<file path="config.mk">
export PLATFORM = sky130hd
export DESIGN_NAME = mlp_ctrl
export DESIGN_NICKNAME = d
export VERILOG_FILES = /design/src/rtl/core/mlp_pkg.sv /design/src/rtl/core/mlp_ctrl.sv
export SDC_FILE = /design/constraint.sdc
export NUM_CORES = 1
export LEC_CHECK = 0
export ABC_AREA = 1
export BUFFER_PORTS_ARGS = -buffer_cell sky130_fd_sc_hd__buf_4
export CORE_ASPECT_RATIO = 1.2
export CORE_UTILIZATION = 40
export CTS_CLUSTER_DIAMETER = 60
export DETAILED_ROUTE_END_ITERATION = 8
export MAX_ROUTING_LAYER = met4
export PLACE_DENSITY = 0.69
export SLEW_MARGIN = 15
export SYNTH_ARGS = -nofsm -noshare
export SYNTH_HDL_FRONTEND = slang
export SYNTH_SLANG_ARGS = --single-unit
</file>
<file path="constraint.sdc">
create_clock -name clk -period 2.8 [get_ports clk]
set_input_delay 0.56 -clock clk [delete_from_list [all_inputs] [get_ports clk]]
set_output_delay 0.56 -clock clk [all_outputs]
set_load 0.03 [all_outputs]
</file>
<file path="src/rtl/core/mlp_pkg.sv">
// Shared types, constants and the exponential table for the MLP inference block.
// Used by mlp_ctrl, mlp_datapath and mlp_forward_inference_top; no dependencies.
`default_nettype none

package mlp_pkg;

  localparam int MAX_LAYERS  = 4;
  localparam int MAX_NEURONS = 16;
  localparam int VALUE_W     = 16;
  localparam int FINAL_W     = 24;
  localparam int ACC_W       = 38;
  localparam int TOTAL_W     = 21;
  localparam int DIST_W      = FINAL_W + 1;
  localparam int DIV_W       = 38;
  localparam int EXP_DEPTH   = 256;
  localparam int EXP_IDX_W   = $clog2(EXP_DEPTH);
  localparam int LAYER_W     = $clog2(MAX_LAYERS);
  localparam int NEURON_W    = $clog2(MAX_NEURONS);
  localparam int COUNT_W     = NEURON_W + 1;
  localparam logic [63:0] EXP_STEP_Q32 = 64'd4162825044;

  // Item function codes
  localparam logic [1:0] FUNC_WEIGHT = 2'd0;
  localparam logic [1:0] FUNC_BIAS   = 2'd1;
  localparam logic [1:0] FUNC_INPUT  = 2'd2;
  localparam logic [1:0] FUNC_RUN    = 2'd3;

  // Configuration register indexes
  localparam logic [2:0] REG_LAYER_COUNT = 3'd0;
  localparam logic [2:0] REG_INPUT_COUNT = 3'd1;
  localparam logic [2:0] REG_HIDDEN_0    = 3'd2;
  localparam logic [2:0] REG_HIDDEN_1    = 3'd3;
  localparam logic [2:0] REG_HIDDEN_2    = 3'd4;
  localparam logic [2:0] REG_OUTPUT_CNT  = 3'd5;

  typedef enum logic [3:0] {
    ST_IDLE,
    ST_MAC,
    ST_DRAIN,
    ST_FINISH,
    ST_SM_RD,
    ST_SM_EXP,
    ST_SIG_RD,
    ST_SIG_EXP,
    ST_DIV_RD,
    ST_DIV_START,
    ST_DIV_RUN,
    ST_EMIT
  } state_t;

  // Clamped layer geometry
  typedef struct packed {
    logic [2:0]         layers;
    logic [COUNT_W-1:0] n_in;
    logic [COUNT_W-1:0] hid0;
    logic [COUNT_W-1:0] hid1;
    logic [COUNT_W-1:0] hid2;
    logic [COUNT_W-1:0] n_out;
  } counts_t;

  typedef struct packed {
    logic                mac_issue;
    logic                acc_clear;
    logic                finish;
    logic                is_last;
    logic [LAYER_W-1:0]  layer;
    logic [NEURON_W-1:0] neuron;
    logic [NEURON_W-1:0] source;
    logic                fin_rd;
    logic                total_clear;
    logic                soft_exp;
    logic                sig_exp;
    logic                exp_rd;
    logic                div_start;
    logic                sigmoid;
    logic                out_load;
    logic                out_last;
    logic [NEURON_W-1:0] index;
  } cmd_t;

  typedef struct packed {
    logic mac_empty;
    logic div_busy;
    logic out_free;
  } status_t;

  typedef logic [15:0] exp_table_t [EXP_DEPTH];

  // exp(-k/32) in Q0.16, built by repeated multiplication at elaboration
  function automatic exp_table_t build_exp_table();
    logic [63:0] v;
    logic [63:0] e;
    exp_table_t  t;
    v = 64'h1_0000_0000;
    for (int k = 0; k < EXP_DEPTH; k++) begin
      e = (v + 64'd32768) >> 16;
      t[k] = (e > 64'd65535) ? 16'hFFFF : e[15:0];
      v = (v * EXP_STEP_Q32) >> 32;
    end
    return t;
  endfunction

  localparam exp_table_t EXP_TABLE = build_exp_table();

endpackage

`default_nettype wire

</file>
<file path="src/rtl/core/mlp_ctrl.sv">
// Sequencer for the MLP block: walks layers, neurons and sources, then the
// softmax or sigmoid passes and the divisions. Depends on mlp_pkg.
`default_nettype none

module mlp_ctrl (
  input  wire logic            clk,
  input  wire logic            rst,
  input  wire logic            in_valid,
  input  wire logic [1:0]      func,
  input  mlp_pkg::counts_t     counts,
  input  mlp_pkg::status_t     status,
  output logic                 in_ready,
  output mlp_pkg::cmd_t        cmd
);

  mlp_pkg::state_t state, state_next;
  logic [mlp_pkg::LAYER_W-1:0]  l, l_next;
  logic [mlp_pkg::NEURON_W-1:0] j, j_next;
  logic [mlp_pkg::NEURON_W-1:0] s, s_next;
  logic [mlp_pkg::NEURON_W-1:0] k, k_next;
  logic [mlp_pkg::COUNT_W-1:0]  n_src, n_src_next;
  logic [mlp_pkg::COUNT_W-1:0]  n_hid;
  logic [mlp_pkg::COUNT_W-1:0]  n_cur;
  logic                         is_last;
  logic                         sigmoid;

  // Geometry of the current layer
  always_comb begin
    case (l)
      2'd0:    n_hid = counts.hid0;
      2'd1:    n_hid = counts.hid1;
      default: n_hid = counts.hid2;
    endcase
    is_last = ({1'b0, l} == counts.layers - 3'd1);
    n_cur   = is_last ? counts.n_out : n_hid;
    sigmoid = (counts.n_out == mlp_pkg::COUNT_W'(1));
  end

  // Hold state and loop counters
  always_ff @(posedge clk) begin
    if (rst) begin
      state <= mlp_pkg::ST_IDLE;
      l     <= '0;
      j     <= '0;
      s     <= '0;
      k     <= '0;
      n_src <= '0;
    end else begin
      state <= state_next;
      l     <= l_next;
      j     <= j_next;
      s     <= s_next;
      k     <= k_next;
      n_src <= n_src_next;
    end
  end

  // Next state and commands
  always_comb begin
    state_next  = state;
    l_next      = l;
    j_next      = j;
    s_next      = s;
    k_next      = k;
    n_src_next  = n_src;
    in_ready    = 1'b0;
    cmd         = '0;
    cmd.layer   = l;
    cmd.neuron  = j;
    cmd.source  = s;
    cmd.index   = k;
    cmd.is_last = is_last;
    cmd.sigmoid = sigmoid;
    case (state)
      mlp_pkg::ST_IDLE: begin
        in_ready = 1'b1;
        if (in_valid && func == mlp_pkg::FUNC_RUN) begin
          l_next     = '0;
          j_next     = '0;
          s_next     = '0;
          n_src_next = counts.n_in;
          state_next = mlp_pkg::ST_MAC;
        end
      end
      mlp_pkg::ST_MAC: begin
        cmd.mac_issue = 1'b1;
        cmd.acc_clear = (s == '0);
        if ({1'b0, s} == n_src - mlp_pkg::COUNT_W'(1)) begin
          state_next = mlp_pkg::ST_DRAIN;
        end else begin
          s_next = s + 1'b1;
        end
      end
      mlp_pkg::ST_DRAIN: begin
        if (status.mac_empty) begin
          state_next = mlp_pkg::ST_FINISH;
        end
      end
      mlp_pkg::ST_FINISH: begin
        cmd.finish = 1'b1;
        s_next     = '0;
        if ({1'b0, j} == n_cur - mlp_pkg::COUNT_W'(1)) begin
          j_next = '0;
          k_next = '0;
          if (is_last) begin
            state_next = sigmoid ? mlp_pkg::ST_SIG_RD : mlp_pkg::ST_SM_RD;
          end else begin
            l_next     = l + 1'b1;
            n_src_next = n_cur;
            state_next = mlp_pkg::ST_MAC;
          end
        end else begin
          j_next     = j + 1'b1;
          state_next = mlp_pkg::ST_MAC;
        end
      end
      mlp_pkg::ST_SM_RD: begin
        cmd.fin_rd      = 1'b1;
        cmd.total_clear = (k == '0);
        state_next      = mlp_pkg::ST_SM_EXP;
      end
      mlp_pkg::ST_SM_EXP: begin
        cmd.soft_exp = 1'b1;
        if ({1'b0, k} == counts.n_out - mlp_pkg::COUNT_W'(1)) begin
          k_next     = '0;
          state_next = mlp_pkg::ST_DIV_RD;
        end else begin
          k_next     = k + 1'b1;
          state_next = mlp_pkg::ST_SM_RD;
        end
      end
      mlp_pkg::ST_SIG_RD: begin
        cmd.fin_rd = 1'b1;
        state_next = mlp_pkg::ST_SIG_EXP;
      end
      mlp_pkg::ST_SIG_EXP: begin
        cmd.sig_exp = 1'b1;
        k_next      = '0;
        state_next  = mlp_pkg::ST_DIV_RD;
      end
      mlp_pkg::ST_DIV_RD: begin
        cmd.exp_rd = 1'b1;
        state_next = mlp_pkg::ST_DIV_START;
      end
      mlp_pkg::ST_DIV_START: begin
        cmd.div_start = 1'b1;
        state_next    = mlp_pkg::ST_DIV_RUN;
      end
      mlp_pkg::ST_DIV_RUN: begin
        if (!status.div_busy) begin
          state_next = mlp_pkg::ST_EMIT;
        end
      end
      mlp_pkg::ST_EMIT: begin
        cmd.out_last = ({1'b0, k} == counts.n_out - mlp_pkg::COUNT_W'(1));
        if (status.out_free) begin
          cmd.out_load = 1'b1;
          if (cmd.out_last) begin
            state_next = mlp_pkg::ST_IDLE;
          end else begin
            k_next     = k + 1'b1;
            state_next = mlp_pkg::ST_DIV_RD;
          end
        end
      end
      default: begin
        state_next = mlp_pkg::ST_IDLE;
      end
    endcase
  end

endmodule

`default_nettype wire

</file>
After elaboration in Yosys (flattened, before gate mapping)
Cells that the tools add are included.
Widths: inputs -> output; s select.
{"block": "totals", "regBits": 23, "latch_bits": 0, "ram_bits": 0, "romBits": 0, "in_bits": 36, "output_inout_bits": 28, "elab_cells": 97, "mem_count": 0}
{"block": "classes", "add_sub_neg": 8, "mul": 0, "div": 0, "magnitude_cmp": 0, "eq_ne": 27, "shift": 0, "muxes": 42, "bitwise_logic": 0, "n_reduce_logical": 14}
{"op": "$mux 4", "n": 15}
{"op": "$pmux 4 s12", "n": 1}
{"op": "$mux 5", "n": 4}
{"op": "$pmux 5 s2", "n": 2}
{"op": "$ne 2x2->1 const B", "n": 9}
{"op": "$eq 4x3->1 const B", "n": 4}
{"op": "$eq 4x4->1 const B", "n": 4}
{"op": "$pmux 4 s4", "n": 1}
{"op": "$eq 4x5->1", "n": 3}
{"op": "$sub 5x1->5 const B", "n": 3}
{"op": "$add 4x1->4 const B", "n": 3}
{"op": "$logic_not 4->1", "n": 3}
{"op": "$mux 2", "n": 6}
{"op": "$pmux 4 s3", "n": 1}
{"op": "$mux 1", "n": 9}
{"op": "$eq 4x2->1 const B", "n": 2}
{"op": "$pmux 4 s2", "n": 1}
{"op": "$reduce_and 4->1", "n": 2}
{"op": "$eq 5x1->1 const B", "n": 1}
{"op": "$reduce_and 5->1", "n": 1}
{"op": "$eq 4x1->1 const B", "n": 1}
{"op": "$pmux 2 s2", "n": 1}
{"op": "$reduce_bool 4->1", "n": 1}
{"op": "$eq 2x3->1", "n": 1}
{"op": "other kinds (12)", "n": 12}

Depth between registers and ports, before layout
{"block": "logic_depth", "depth_word": 7, "mapped_depth": 22, "depth_no_buf": 22}

Worst setup path before layout
Ideal clock, no wire load.
{"block": "synth_timing", "path_type": "input to register", "start": "input port counts[25] (netlist name)", "end": "register n_src[0] (netlist name)", "setup_ns": 0.113, "arrival_ns": 2.725, "t_required_ns": 2.687, "slack_ns": -0.038, "stages": 20, "n_path_buf": 1, "path_cell_list": "inv_1 -> ha_1 -> inv_1 -> nand2_1 -> nand2_1 -> nand3_4 -> nand2_1 -> nand2_1 -> ha_1 -> xor2_1 -> nand2_1 -> nor2_1 -> nand2_1 -> nor2_1 -> nand3_1 -> nand2_2 -> nand2_2 -> buf_6 -> nor2_1 -> nor2_1"}
{"block": "synth_via", "elab_chain_cells": 7, "word_cells_on_any_way": 11, "cone_classes": "2 x add/sub; 4 x eq/ne; 4 x mux; 1 x reduce/logical"}
{"element": "start, declared", "line_no": "mlp_ctrl.sv:10", "text": "input mlp_pkg::counts_t counts,"}
{"element": "$sub 3x1->3 (*)", "line_no": "mlp_ctrl.sv:34", "text": "is_last = ({1'b0, l} == counts.layers - 3'd1);"}
{"element": "$eq 2x3->1 (*)", "line_no": "mlp_ctrl.sv:34"}
{"element": "$mux 5", "line_no": "mlp_ctrl.sv:35", "text": "n_cur = is_last ? counts.n_out : n_hid;"}
{"element": "$sub 5x1->5", "line_no": "mlp_ctrl.sv:102", "text": "if ({1'b0, j} == n_cur - mlp_pkg::COUNT_W'(1)) begin"}
{"element": "$eq 4x5->1", "line_no": "mlp_ctrl.sv:102"}
{"element": "$ne 2x2->1 (no line)"}
{"element": "$reduce_and 4->1 (no line)"}
{"element": "end signal, assigned", "line_no": "mlp_ctrl.sv:54", "text": "n_src <= n_src_next;"}
{"element": "end, declared", "line_no": "mlp_ctrl.sv:21", "text": "logic [mlp_pkg::COUNT_W-1:0] n_src, n_src_next;"}
Every way passes the cells marked *; elsewhere a longest branch is shown, timed or not. The select of a mux whose other input is x is not followed.
A chain may end at the register's enable or synchronous reset.

==> impl_metrics.toml <==
[cts]
path_clk_slew_ns = 0.08
cts.sink_count = 23
cts_root_buf = "clkbuf_8"
cts_buffers = 3
insertion_delay_ns = 0.27
htree_levels = 1
cts_tree = "done"
cts_buffer_depth = 2

[synth]
yosys.area.top_type = "dfxtp_1"
syn_inst = 368
synth_common_cells = "nand2_1, inv_1, nor2_1"
syn-num-nets = 416
yosysMostFrequentCell = "nand2_1"
synth_area_leaders = "dfxtp_1, nand2_1, inv_1"
synth_edf_count = 0
yosys_warnings = 0
ys_seq_area_share_pct = 21.3
synth_cell_types = 30
synthFlopType = "dfxtp_1"
synthArstFlopShare_pct = 0
syn_area_um2 = 2160
avgSynthCellArea_um2 = 5.88
ys_seq_elements = 23
netlist.area_leader.share_pct = 21.3

[final_layout]
diodes = 0
nFillCells = 521
fin_area_um2 = 2900
fin_cells = 508
drive_gt1_share_pct = 24.6
syn_to_final_growth_pct = 33.9
final_nets = 497

[grt]
grt_pass1_wl_mm = 9.61
grt_util_met2_pct = 38.0
grt_usage_pct = 21.1
grt_pass1_vias = 2294
grt_use_met1_pct = 24.3
use_met3_pct = 2.79
overflow = 0
grt_max_degree = 14
antenna_found_initial = 0
grt_most_used_layer = "met2"

[floorplanning]
dieArea_um2 = 5710
core_um2 = 5080
rows = 28
start_util_pct = 42.6
ios = 64
die_h_um = 82.6
fp.dieW_um = 69.1

[sta]
worstMarginPinSlew_ns = 0.365
layout_min_cycle_time_ns = 2.63
slew_viol_final = 0
rsz0062_at_grt = "false"
hold_viol = 0
skew_ns = 0.00449
setup_viol = 0
fmax_ghz = 0.380
worst_slack_ns = 0.170
slew_headroom_pct = 75.6
min_period_over_period_pct = 93.9

[critical_path]
worstReg2RegEnd = "k[1]"
cp-startpoint = "counts[0]"
setup.worst_path.end = "cmd[4]"
required_ns = 2.24
endpoint_kind = "output pin"
criticalPathCategory = "input port to output pin"
r2r-start = "l[0]"
start_kind = "input port"
reg2reg_slack_ns = 0.25
crit_fanout = 4
arrival_ns = 2.07
reg2regPathDepth = 18

[placement]
post-place-cells = 504
place_area_um2 = 2810
port_buffers = 63
post-place-ws_ns = -0.0614
place_congestion = 0.856
hpwlAfterDp_mm = 4.69

[route]
wire_per_inst_um = 11.4
drc_errors = 0
first_pass_iters = 4
vias_per_cell = 4.89
drtAntennaViolNets = 0
first_iter_violations = 110
totalWireLength_mm = 5.78
vias = 2485

[job]
drv_cap = 0

[pwr]
power.leakage_nw = 1.52
pwr_density_cell_nw_per_um2 = 874
vdd_drop_max_mv = 0.284

[run_status]
status = "finished, final reports clean"

[worst_hold_path]
hold_path.class = "flip-flop to flip-flop"
==> logic make-up (layout without fill, tap and decap cells) <==
family | after synthesis | after routing | synth area share (%)
DFF | 23 | 23 | 21.3
buffers and inverters | 66 | 146 | 12.5
AOI/OAI and AO/OA | 43 | 43 | 10.8
xor gates and xnor gates | 16 | 16 | 7.35
and+or+nand+nor | 208 | 208 | 41.1
adders and majority gates | 12 | 12 | 6.94
==> report_power, final <==
part / total [mW] / internal, mW / switching [mW] / leakage [nW]
registers: 0.471 / 0.402 / 0.0690 / 0.187
logic: 1.85 / 0.720 / 1.13 / 1.31
clock network: 0.213 / 0.102 / 0.111 / 0.0228
==> cell usage in the layout, fill, tap and decap left out, types with 2 or more instances in the layout <==
cell type / netlist / layout
inv_2: 5 / 5
clkbuf_8: 0 / 3
nand2_1: 102 / 101
nor2_2: 1 / 2
dfxtp_1: 23 / 22
ha_1: 12 / 11
xor2_1: 6 / 5
nand3b_1: 3 / 3
nor2_1: 53 / 51
inv_1: 54 / 54
nand2_2: 8 / 8
buf_4: 2 / 82
o21ai_1: 2 / 2
nand3_1: 29 / 29
o21ai_0: 14 / 14
o22ai_1: 2 / 2
nand4_1: 8 / 8
nor3_1: 2 / 2
a21oi_1: 20 / 19
xnor2_1: 9 / 9
==> registers in the layout (all words and copies together), names as in the netlist <==
name / count
n_src: 5
j: 4
k: 4
s: 4
state: 4
l: 2
==> critical path: stages <==
cell and delay (ns):
buf_4 0.10, inv_1 0.05, ha_1 0.29, or2_2 0.29, a22oi_1 0.17, nand3b_1 0.15
nor2_1 0.15, nand2_1 0.09, inv_1 0.06, buf_4 0.15
==> worst min path at each step <==
stage	from	end	cells after the start
floorplan	state[3]	state[3]	2
global placement	state[3]	state[3]	2
detailed placement	state[3]	state[3]	2
CTS	state[3]	state[3]	2
global route	state[3]	state[3]	2
finish	state[3]	state[3]	2
==> layer usage <==
metal	part of all wire, %	vias to the layer above
met5	0	-
li1	-	1315
met3	3.9	12
met4	2.0	0
met1	45	1093
met2	49	65
==> metrics by stage <==
step | TNS, ns | hold slack [ns] | power (mW) | utilization [%]
6_report | 0 | 0.513 | 2.53 | 57.0
5_1_grt | 0 | 0.542 | 2.82 | 57.0
4_1_cts | 0 | 0.509 | 2.44 | 56.2
3_5_place_dp | -0.426 | 0.498 | 2.22 | 55.3
3_3_place_gp | -0.0854 | 0.491 | 2.20 | 55.3
2_1_floorplan | 0 | 0.471 | 1.76 | -
==> timing repair <==
item                       CTS  global route
hold buffers                 0             0
setup endpoints to repair    0            15
resized for setup            0             8
setup buffers                0             0
==> final cells by class <==
class / count / area, um^2 / share of cell area, %
clock buffers: 4 / 45.0 / 1.56
repair buffers: 82 / 616 / 21.3
flip-flops and latches: 23 / 462 / 15.9
inverters: 60 / 225 / 7.78
multi-input cells: 279 / 1470 / 50.9
well taps: 60 / 75.1 / 2.59
(Power assumes the default switching activity.)
